## src/rtl/core/zcd_pkg.sv

```systemverilog
// Package for the text-code decoder: result kinds, alphabet and escape codes,
// the result record and the alphabet lookup. No dependencies.
`default_nettype none

package zcd_pkg;

  localparam int unsigned ZCHAR_W = 5;
  localparam int unsigned KIND_W  = 2;
  localparam int unsigned CHAR_W  = 7;
  localparam int unsigned ABBR_W  = 7;
  localparam int unsigned ESCV_W  = 2 * ZCHAR_W;

  localparam logic [KIND_W-1:0] KIND_CHAR   = 2'd0;
  localparam logic [KIND_W-1:0] KIND_ABBREV = 2'd1;
  localparam logic [KIND_W-1:0] KIND_ERROR  = 2'd2;

  localparam logic [1:0] ALPHA_LOWER = 2'd0;
  localparam logic [1:0] ALPHA_UPPER = 2'd1;
  localparam logic [1:0] ALPHA_PUNCT = 2'd2;

  localparam logic [1:0] ESC_NONE = 2'd0;
  localparam logic [1:0] ESC_HIGH = 2'd1;
  localparam logic [1:0] ESC_LOW  = 2'd2;

  localparam logic [ZCHAR_W-1:0] ZC_SPACE      = 5'd0;
  localparam logic [ZCHAR_W-1:0] ZC_FIRST_ALPH = 5'd4;
  localparam logic [ZCHAR_W-1:0] ZC_SHIFT_UP   = 5'd4;
  localparam logic [ZCHAR_W-1:0] ZC_SHIFT_PUNC = 5'd5;
  localparam logic [ZCHAR_W-1:0] ZC_ESCAPE     = 5'd6;

  localparam logic [ESCV_W-1:0] ESC_MIN = 10'd32;
  localparam logic [ESCV_W-1:0] ESC_MAX = 10'd126;

  localparam logic [CHAR_W-1:0] ASCII_SPACE = 7'd32;

  typedef struct packed {
    logic [KIND_W-1:0] result_kind;
    logic [CHAR_W-1:0] character;
    logic [ABBR_W-1:0] abbreviation_index;
  } result_t;

  function automatic logic [CHAR_W-1:0] alpha_char(input logic [1:0] alpha,
                                                   input logic [ZCHAR_W-1:0] idx);
    logic [CHAR_W-1:0] c;
    c = 7'd0;
    unique case (alpha)
      ALPHA_UPPER: c = 7'd65 + {2'b00, idx};
      ALPHA_PUNCT: begin
        unique case (idx)
          5'd0:  c = 7'd32;
          5'd1:  c = 7'd10;
          5'd2, 5'd3, 5'd4, 5'd5, 5'd6, 5'd7, 5'd8, 5'd9, 5'd10, 5'd11:
                 c = 7'd46 + {2'b00, idx};
          5'd12: c = 7'd46;
          5'd13: c = 7'd44;
          5'd14: c = 7'd33;
          5'd15: c = 7'd63;
          5'd16: c = 7'd95;
          5'd17: c = 7'd35;
          5'd18: c = 7'd39;
          5'd19: c = 7'd34;
          5'd20: c = 7'd47;
          5'd21: c = 7'd92;
          5'd22: c = 7'd45;
          5'd23: c = 7'd58;
          5'd24: c = 7'd40;
          5'd25: c = 7'd41;
          default: c = 7'd0;
        endcase
      end
      default: c = 7'd97 + {2'b00, idx};
    endcase
    return c;
  endfunction

endpackage

`default_nettype wire

```

## src/rtl/core/zcd_if.sv

```systemverilog
// Valid/ready channel interfaces for text codes in and decoded results out.
// Depends on zcd_pkg for field widths.
`default_nettype none

interface zcd_in_if;
  logic                        valid;
  logic                        ready;
  logic [zcd_pkg::ZCHAR_W-1:0] zchar;
  logic                        last_of_string;
  logic                        abbreviations_allowed;

  modport source (output valid, zchar, last_of_string, abbreviations_allowed, input ready);
  modport sink   (input valid, zchar, last_of_string, abbreviations_allowed, output ready);
endinterface

interface zcd_out_if;
  logic                       valid;
  logic                       ready;
  logic [zcd_pkg::KIND_W-1:0] result_kind;
  logic [zcd_pkg::CHAR_W-1:0] character;
  logic [zcd_pkg::ABBR_W-1:0] abbreviation_index;

  modport source (output valid, result_kind, character, abbreviation_index, input ready);
  modport sink   (input valid, result_kind, character, abbreviation_index, output ready);
endinterface

`default_nettype wire

```

## src/rtl/core/zcd_decode.sv

```systemverilog
// Decoder state (shift, escape, abbreviation bank) and the per-code decode.
// Depends on zcd_pkg.
`default_nettype none

module zcd_decode (
  input  wire logic                        clk,
  input  wire logic                        rst_n,
  input  wire logic                        step,
  input  wire logic [zcd_pkg::ZCHAR_W-1:0] zchar,
  input  wire logic                        last_of_string,
  input  wire logic                        abbreviations_allowed,
  output logic                             res_valid,
  output zcd_pkg::result_t                 res
);

  logic [1:0]                  shift_r, shift_nxt;
  logic [1:0]                  esc_phase_r, esc_phase_nxt;
  logic [zcd_pkg::ZCHAR_W-1:0] esc_high_r, esc_high_nxt;
  logic [1:0]                  bank_r, bank_nxt;
  logic [1:0]                  alpha;
  logic [zcd_pkg::ESCV_W-1:0]  esc_value;
  logic [1:0]                  bank_m1;
  logic                        err;

  assign alpha     = (shift_r == 2'd3) ? zcd_pkg::ALPHA_LOWER : shift_r;
  assign esc_value = {esc_high_r, zchar};
  assign bank_m1   = bank_r - 2'd1;

  always_comb begin
    shift_nxt     = zcd_pkg::ALPHA_LOWER;
    esc_phase_nxt = esc_phase_r;
    esc_high_nxt  = esc_high_r;
    bank_nxt      = bank_r;
    res_valid     = 1'b0;
    err           = 1'b0;
    res           = '0;
    res.result_kind = zcd_pkg::KIND_CHAR;
    priority if (esc_phase_r == zcd_pkg::ESC_HIGH) begin
      esc_high_nxt  = zchar;
      esc_phase_nxt = zcd_pkg::ESC_LOW;
    end else if (esc_phase_r == zcd_pkg::ESC_LOW) begin
      esc_phase_nxt = zcd_pkg::ESC_NONE;
      esc_high_nxt  = '0;
      res_valid     = 1'b1;
      if (esc_value >= zcd_pkg::ESC_MIN && esc_value <= zcd_pkg::ESC_MAX) begin
        res.character = esc_value[zcd_pkg::CHAR_W-1:0];
      end else begin
        res.result_kind = zcd_pkg::KIND_ERROR;
        err             = 1'b1;
      end
    end else if (bank_r != 2'd0) begin
      res_valid              = 1'b1;
      res.result_kind        = zcd_pkg::KIND_ABBREV;
      res.abbreviation_index = {bank_m1, zchar};
      esc_phase_nxt          = zcd_pkg::ESC_NONE;
      esc_high_nxt           = '0;
      bank_nxt               = 2'd0;
    end else if (zchar == zcd_pkg::ZC_SPACE) begin
      res_valid     = 1'b1;
      res.character = zcd_pkg::ASCII_SPACE;
    end else if (zchar < zcd_pkg::ZC_FIRST_ALPH) begin
      if (abbreviations_allowed) begin
        bank_nxt = zchar[1:0];
      end else begin
        res_valid       = 1'b1;
        res.result_kind = zcd_pkg::KIND_ERROR;
        err             = 1'b1;
      end
    end else if (zchar == zcd_pkg::ZC_SHIFT_UP) begin
      shift_nxt = zcd_pkg::ALPHA_UPPER;
    end else if (zchar == zcd_pkg::ZC_SHIFT_PUNC) begin
      shift_nxt = zcd_pkg::ALPHA_PUNCT;
    end else if (zchar == zcd_pkg::ZC_ESCAPE && alpha == zcd_pkg::ALPHA_PUNCT) begin
      esc_phase_nxt = zcd_pkg::ESC_HIGH;
      esc_high_nxt  = '0;
    end else begin
      res_valid     = 1'b1;
      res.character = zcd_pkg::alpha_char(alpha, zchar - zcd_pkg::ZC_ESCAPE);
    end
    if (err || last_of_string) begin
      shift_nxt     = zcd_pkg::ALPHA_LOWER;
      esc_phase_nxt = zcd_pkg::ESC_NONE;
      esc_high_nxt  = '0;
      bank_nxt      = 2'd0;
    end
  end

  always_ff @(posedge clk) begin
    if (!rst_n) begin
      shift_r     <= zcd_pkg::ALPHA_LOWER;
      esc_phase_r <= zcd_pkg::ESC_NONE;
      esc_high_r  <= '0;
      bank_r      <= 2'd0;
    end else if (step) begin
      shift_r     <= shift_nxt;
      esc_phase_r <= esc_phase_nxt;
      esc_high_r  <= esc_high_nxt;
      bank_r      <= bank_nxt;
    end
  end

endmodule

`default_nettype wire

```

## src/rtl/core/zchar_text_decoder.sv

```systemverilog
// Top level of the text-code decoder: input register, decoder, result register.
// Depends on zcd_pkg, zcd_in_if, zcd_out_if and zcd_decode.
//
// Takes one 5-bit text code per cycle and returns at most one result per code
// (character, abbreviation request or error) via the input register, the decoder
// and the result register. Codes that only update state (shifts, escape and
// abbreviation prefixes) produce no result. Throughput is one code per clock,
// set by the decoder state update; a stalled result port holds the pipeline.
`default_nettype none

module zchar_text_decoder (
  input  wire logic  clk,
  input  wire logic  rst_n,
  zcd_in_if.sink     in_ch,
  zcd_out_if.source  out_ch
);

  logic                        s1_valid_r;
  logic [zcd_pkg::ZCHAR_W-1:0] s1_zchar_r;
  logic                        s1_last_r;
  logic                        s1_allowed_r;
  logic                        out_valid_r;
  zcd_pkg::result_t            out_res_r;
  logic                        out_free;
  logic                        s1_adv;
  logic                        in_xfer;
  logic                        res_valid;
  zcd_pkg::result_t            res;

  assign out_free    = !out_valid_r || out_ch.ready;
  assign s1_adv      = s1_valid_r && out_free;
  assign in_ch.ready = !s1_valid_r || out_free;
  assign in_xfer     = in_ch.valid && in_ch.ready;

  always_ff @(posedge clk) begin
    if (!rst_n) begin
      s1_valid_r <= 1'b0;
    end else if (in_ch.ready) begin
      s1_valid_r <= in_ch.valid;
    end
  end

  always_ff @(posedge clk) begin
    if (in_xfer) begin
      s1_zchar_r   <= in_ch.zchar;
      s1_last_r    <= in_ch.last_of_string;
      s1_allowed_r <= in_ch.abbreviations_allowed;
    end
  end

  zcd_decode u_decode (
    .clk                   (clk),
    .rst_n                 (rst_n),
    .step                  (s1_adv),
    .zchar                 (s1_zchar_r),
    .last_of_string        (s1_last_r),
    .abbreviations_allowed (s1_allowed_r),
    .res_valid             (res_valid),
    .res                   (res)
  );

  always_ff @(posedge clk) begin
    if (!rst_n) begin
      out_valid_r <= 1'b0;
    end else if (out_free) begin
      out_valid_r <= s1_adv && res_valid;
    end
  end

  always_ff @(posedge clk) begin
    if (out_free) begin
      out_res_r <= res;
    end
  end

  assign out_ch.valid              = out_valid_r;
  assign out_ch.result_kind        = out_res_r.result_kind;
  assign out_ch.character          = out_res_r.character;
  assign out_ch.abbreviation_index = out_res_r.abbreviation_index;

endmodule

`default_nettype wire
```

## src/flat_wrapper.sv

```systemverilog
// flat-port wrapper written by rule: the top's interface ports become plain ports
module zchar_text_decoder_flat 
  (clk, rst_n, in_ch_valid, in_ch_zchar, in_ch_last_of_string, in_ch_abbreviations_allowed, in_ch_ready, out_ch_valid, out_ch_result_kind, out_ch_character, out_ch_abbreviation_index, out_ch_ready);
  zcd_in_if in_ch_i ();
  zcd_out_if out_ch_i ();
  input  wire logic clk;
  input  wire logic rst_n;
  input wire logic [$bits(in_ch_i.valid)-1:0] in_ch_valid;
  input wire logic [$bits(in_ch_i.zchar)-1:0] in_ch_zchar;
  input wire logic [$bits(in_ch_i.last_of_string)-1:0] in_ch_last_of_string;
  input wire logic [$bits(in_ch_i.abbreviations_allowed)-1:0] in_ch_abbreviations_allowed;
  output wire logic [$bits(in_ch_i.ready)-1:0] in_ch_ready;
  output wire logic [$bits(out_ch_i.valid)-1:0] out_ch_valid;
  output wire logic [$bits(out_ch_i.result_kind)-1:0] out_ch_result_kind;
  output wire logic [$bits(out_ch_i.character)-1:0] out_ch_character;
  output wire logic [$bits(out_ch_i.abbreviation_index)-1:0] out_ch_abbreviation_index;
  input wire logic [$bits(out_ch_i.ready)-1:0] out_ch_ready;
  assign in_ch_i.valid = in_ch_valid;
  assign in_ch_i.zchar = in_ch_zchar;
  assign in_ch_i.last_of_string = in_ch_last_of_string;
  assign in_ch_i.abbreviations_allowed = in_ch_abbreviations_allowed;
  assign in_ch_ready = in_ch_i.ready;
  assign out_ch_valid = out_ch_i.valid;
  assign out_ch_result_kind = out_ch_i.result_kind;
  assign out_ch_character = out_ch_i.character;
  assign out_ch_abbreviation_index = out_ch_i.abbreviation_index;
  assign out_ch_i.ready = out_ch_ready;
  zchar_text_decoder u_core (.clk(clk), .rst_n(rst_n), .in_ch(in_ch_i), .out_ch(out_ch_i));
endmodule
```

## config.mk

```make
export PLATFORM = sky130hd
export DESIGN_NAME = zchar_text_decoder_flat
export DESIGN_NICKNAME = d
export VERILOG_FILES = /design/src/rtl/core/zcd_pkg.sv /design/src/rtl/core/zcd_if.sv /design/src/rtl/core/zcd_decode.sv /design/src/rtl/core/zchar_text_decoder.sv /design/src/flat_wrapper.sv
export SDC_FILE = /design/constraint.sdc
export NUM_CORES = 1
export LEC_CHECK = 0
export BUFFER_PORTS_ARGS = -buffer_cell sky130_fd_sc_hd__clkbuf_2
export CAP_MARGIN = 15
export CORE_ASPECT_RATIO = 0.5
export CORE_MARGIN = 3
export CORE_UTILIZATION = 35
export DETAILED_ROUTE_END_ITERATION = 10
export GPL_ROUTABILITY_DRIVEN = 0
export GPL_TIMING_DRIVEN = 0
export PLACE_DENSITY = 0.5
export SLEW_MARGIN = 5
export SYNTH_ARGS = -nofsm -noshare
export SYNTH_HDL_FRONTEND = slang
export SYNTH_HIERARCHICAL = 1
export SYNTH_SLANG_ARGS = --single-unit
```

## constraint.sdc

```tcl
create_clock -name clk -period 4.05 [get_ports clk]
set_input_delay 0.81 -clock clk [delete_from_list [all_inputs] [get_ports clk]]
set_output_delay 0.81 -clock clk [all_outputs]
set_load 0.01 [all_outputs]
```

==> results.toml <==
[floorplan]
ios = 29
fp-row-count = 20
die_area_um2 = 8150
initial_core_utilization_pct = 38.3
core_area_um2 = 6430
fp.dieW_um = 125
die_extent_in_y_um = 65.4

[detailed_routing]
via_per_inst = 5.49
detail_route.wirelength_um = 6330
dr.first_iter.drc_count = 248
postRouteAntennaNets = 0
detailedRoute.firstPassIterationCount = 5
average_routed_wire_per_standard_cell_um = 16.2
post-route-drc-count = 0
num_vias = 2148

[power_and_ir_drop]
vdd_drop_max_v = 0.000126
cellPowerDensity_nw_per_um2 = 347
p_leak_uw = 0.00111

[worst_setup_path]
regToRegStartpoint = "u_core/s1_zchar_r[0]"
worstPathRequired_ps = 4030
crit_arrival_ps = 3130
path_type_of_the_worst_setup_path = "flop to flop"
startpoint_types = "flop"
reg_to_reg_critical_path_endpoint = "u_core/out_ch.character[0]"
timing.reg2reg.worst_path_depth = 9
reg2reg_slack_ps = 910
cp_max_fo = 10
endpoint_kind = "flop"

[clock_tree]
cts_resized = 0
numClockSinks = 36
clkTransAtPathRegs_ps = 50
tritoncts = "built"
cts.hold.buffers_added = 0
cts.htree.levels = 2
cts_setup_buffers = 0
cts_root_buffer = "sky130_fd_sc_hd__clkbuf_16"
worstSkewPairLatency_ps = 280
cts_buffers = 5
max-clock-path-buffers = 2

[placement]
placedInstanceArea_um2 = 2720
place_inst = 382
detailed_place_hpwl_um = 4630
port-buffer-count = 28

[yosys]
synth_ff_type = "sky130_fd_sc_hd__edfxtp_1"
post_synth_edffs = 23
synthesis.instances = 266
post_synthesis_area_per_instance_um2 = 9.27
number_of_storage_elements_in_the_synthesis_netlist = 36
fraction_of_the_yosys_area_taken_by_sequential_cells_pct = 38.6
synthesis.area_um2 = 2470
ys_types = 64
syn-num-nets = 288
synth-warning-count = 6
ys_async_sr_fraction_pct = 0

[timing]
hold_viol_final = 0
post-route-period-util_pct = 77.6
maxSlewHeadroom_pct = 45.3
slew_violations = 0
post-route-min-period_ps = 3140
hold_slack_final_ps = 486
setup-tns-final_ps = 0
fin_worst_skew_ps = 7.77
setup_viol = 0
achievable-frequency_ghz = 0.318
setup_repair_after_global_routing_missed_its_margin = "no"
tightestPinTransition_ps = 814

[cells_and_area]
design_area_um2 = 2860
syn_to_final_growth_pct = 15.9
post_layout_nonfiller_instances = 391
drive_above_1_share_pct = 21.1
final_net_count = 324
number_of_inserted_diodes = 0
mostFrequentLayoutCell = "sky130_fd_sc_hd__nand2_1"
final_cell_mix = "35 x sky130_fd_sc_hd__nand2_1, 28 x sky130_fd_sc_hd__clkbuf_2, 23 x sky130_fd_sc_hd__edfxtp_1, 20 x sky130_fd_sc_hd__nor2_1, 13 x sky130_fd_sc_hd__dfxtp_1"

[grt]
antenna_violations_before_repair = 0
grt.total_usage_pct = 16.4
globalRouteOverflowTotal = 0
gr-usage-met2_pct = 25.4
largest_net_degree_at_the_start_of_global_routing = 20
grt.met3_usage_pct = 3.65
global_route_wire_length_before_repair_um = 10500
top_usage_layer = "met2"
first_global_vias = 1993
grtUsageMet1_pct = 23.0

[worst_hold_path]
hold_path_startpoint = "u_core/u_decode/esc_phase_r[1]"
terminating_pin_of_the_worst_hold_path = "u_core/u_decode/esc_phase_r[1]"
min-delay-path-class = "flop to flop"
min_path_cells = 2

[outcome]
outcome = "finished, final reports clean"

[flow_run]
drv_cap = 0
[how the worst max path moves through the flow]
| stage | endpoint | start | cells past startpoint | slack (ps) |
|---|---|---|---|---|
| after floorplan | u_core/out_ch.character[5] | u_core/s1_zchar_r[1] | 8 | 1490 |
| after global placement | u_core/out_ch.character[0] | u_core/s1_zchar_r[0] | 9 | 950 |
| after detailed placement | u_core/out_ch.character[0] | u_core/s1_zchar_r[0] | 9 | 920 |
| after CTS | u_core/out_ch.character[0] | u_core/s1_zchar_r[0] | 9 | 900 |
| after global routing | u_core/out_ch.character[3] | u_core/s1_zchar_r[1] | 11 | 720 |
| final | u_core/out_ch.character[0] | u_core/s1_zchar_r[0] | 9 | 910 |
[final cells by class]
type                            instances  area, um^2
Sequential cell                        36         951
Buffer                                 22         163
Timing Repair Buffer                   29         145
Tap cell                               88         110
Fill cell                             652        3570
Inverter                               11        41.3
Multi-Input combinational cell        197        1310
Clock inverter                          1        5.00
Clock buffer                            7         133
[stage by stage]
stage / utilization, % / worst slack [ps] / power (uW)
after detailed placement: 42.2 / 922 / 632
after global routing: 44.5 / 720 / 1050
after global placement: 42.2 / 952 / 632
after floorplan: - / 1490 / 572
after CTS: 44.4 / 899 / 1010
final: 44.5 / 906 / 993
[cells in the mapped netlist (all sizes together), types with 2 or more instances]
master,n,area [um^2]
nor2,20,75.1
nor2b,3,26.3
o21ai,8,47.5
a21oi,9,45.0
o21bai,2,15.0
ha,11,138
a31oi,5,31.3
nor4b,2,32.5
nand2b,4,25.0
edfxtp,23,691
nand4,4,25.0
nand2,35,131
nor4,3,18.8
o22ai,3,18.8
buf,13,113
a311oi,2,17.5
clkbuf,8,40.0
nand3,10,50.1
inv,11,41.3
mux2i,9,90.1
o221ai,4,35.0
o41ai,2,17.5
xor2,5,43.8
or2,3,18.8
dfxtp,13,260
and2,8,52.6
a21boi,3,26.3
nor3,9,45.0
a221o,2,20.0
o21a,4,30.0
nand3b,3,22.5
and3,4,25.0
[worst max-delay path: stages (launching register included)]
cell and delay (ps):
sky130_fd_sc_hd__edfxtp_1 380, sky130_fd_sc_hd__buf_4 190, sky130_fd_sc_hd__inv_1 120, sky130_fd_sc_hd__ha_1 210, sky130_fd_sc_hd__clkbuf_1 230, sky130_fd_sc_hd__or2_2 400, sky130_fd_sc_hd__a21boi_0 140, sky130_fd_sc_hd__o311a_1 390
sky130_fd_sc_hd__a2111oi_0 570, sky130_fd_sc_hd__o221ai_1 230
[metal layers]
layer	part of all wire, %	vias to the layer above
met5	0	-
met2	42	73
met1	50	1020
met4	1.4	0
met3	6.6	10
li1	-	1045
[power by group]
part | total, uW | switching (uW) | internal (uW)
clock network | 366 | 139 | 227
registers | 425 | 9.63 | 415
logic | 202 | 121 | 81.1
total | 993 | 269 | 724
[state kept, by name, summed over array words and instances, names as in the netlist]
| register | count |
|---|---|
| u_core/out_ch.character | 7 |
| u_core/u_decode/shift_r | 2 |
| u_core/out_ch.result_kind | 2 |
| u_core/s1_zchar_r | 5 |
| u_core/s1_last_r | 1 |
| u_core/u_decode/esc_phase_r | 2 |
| u_core/out_ch.abbreviation_index | 7 |
| u_core/u_decode/bank_r | 2 |
| u_core/s1_valid_r | 1 |
| u_core/out_ch.valid | 1 |
| u_core/u_decode/esc_high_r | 5 |
| u_core/s1_allowed_r | 1 |
[cell families after synthesis]
| group | Yosys count | share of synthesized area (%) |
|---|---|---|
| XOR/XNOR | 6 | 2.13 |
| multiplexers | 10 | 4.11 |
| AO/OA/AOI/OAI | 58 | 17.8 |
| flip-flops | 36 | 38.6 |
| adder cells (fa/ha/maj) | 11 | 5.58 |
| AND/OR/NAND/NOR | 112 | 23.6 |
| buffers and inverters | 33 | 8.27 |
Power figures use the tool's default switching activity.
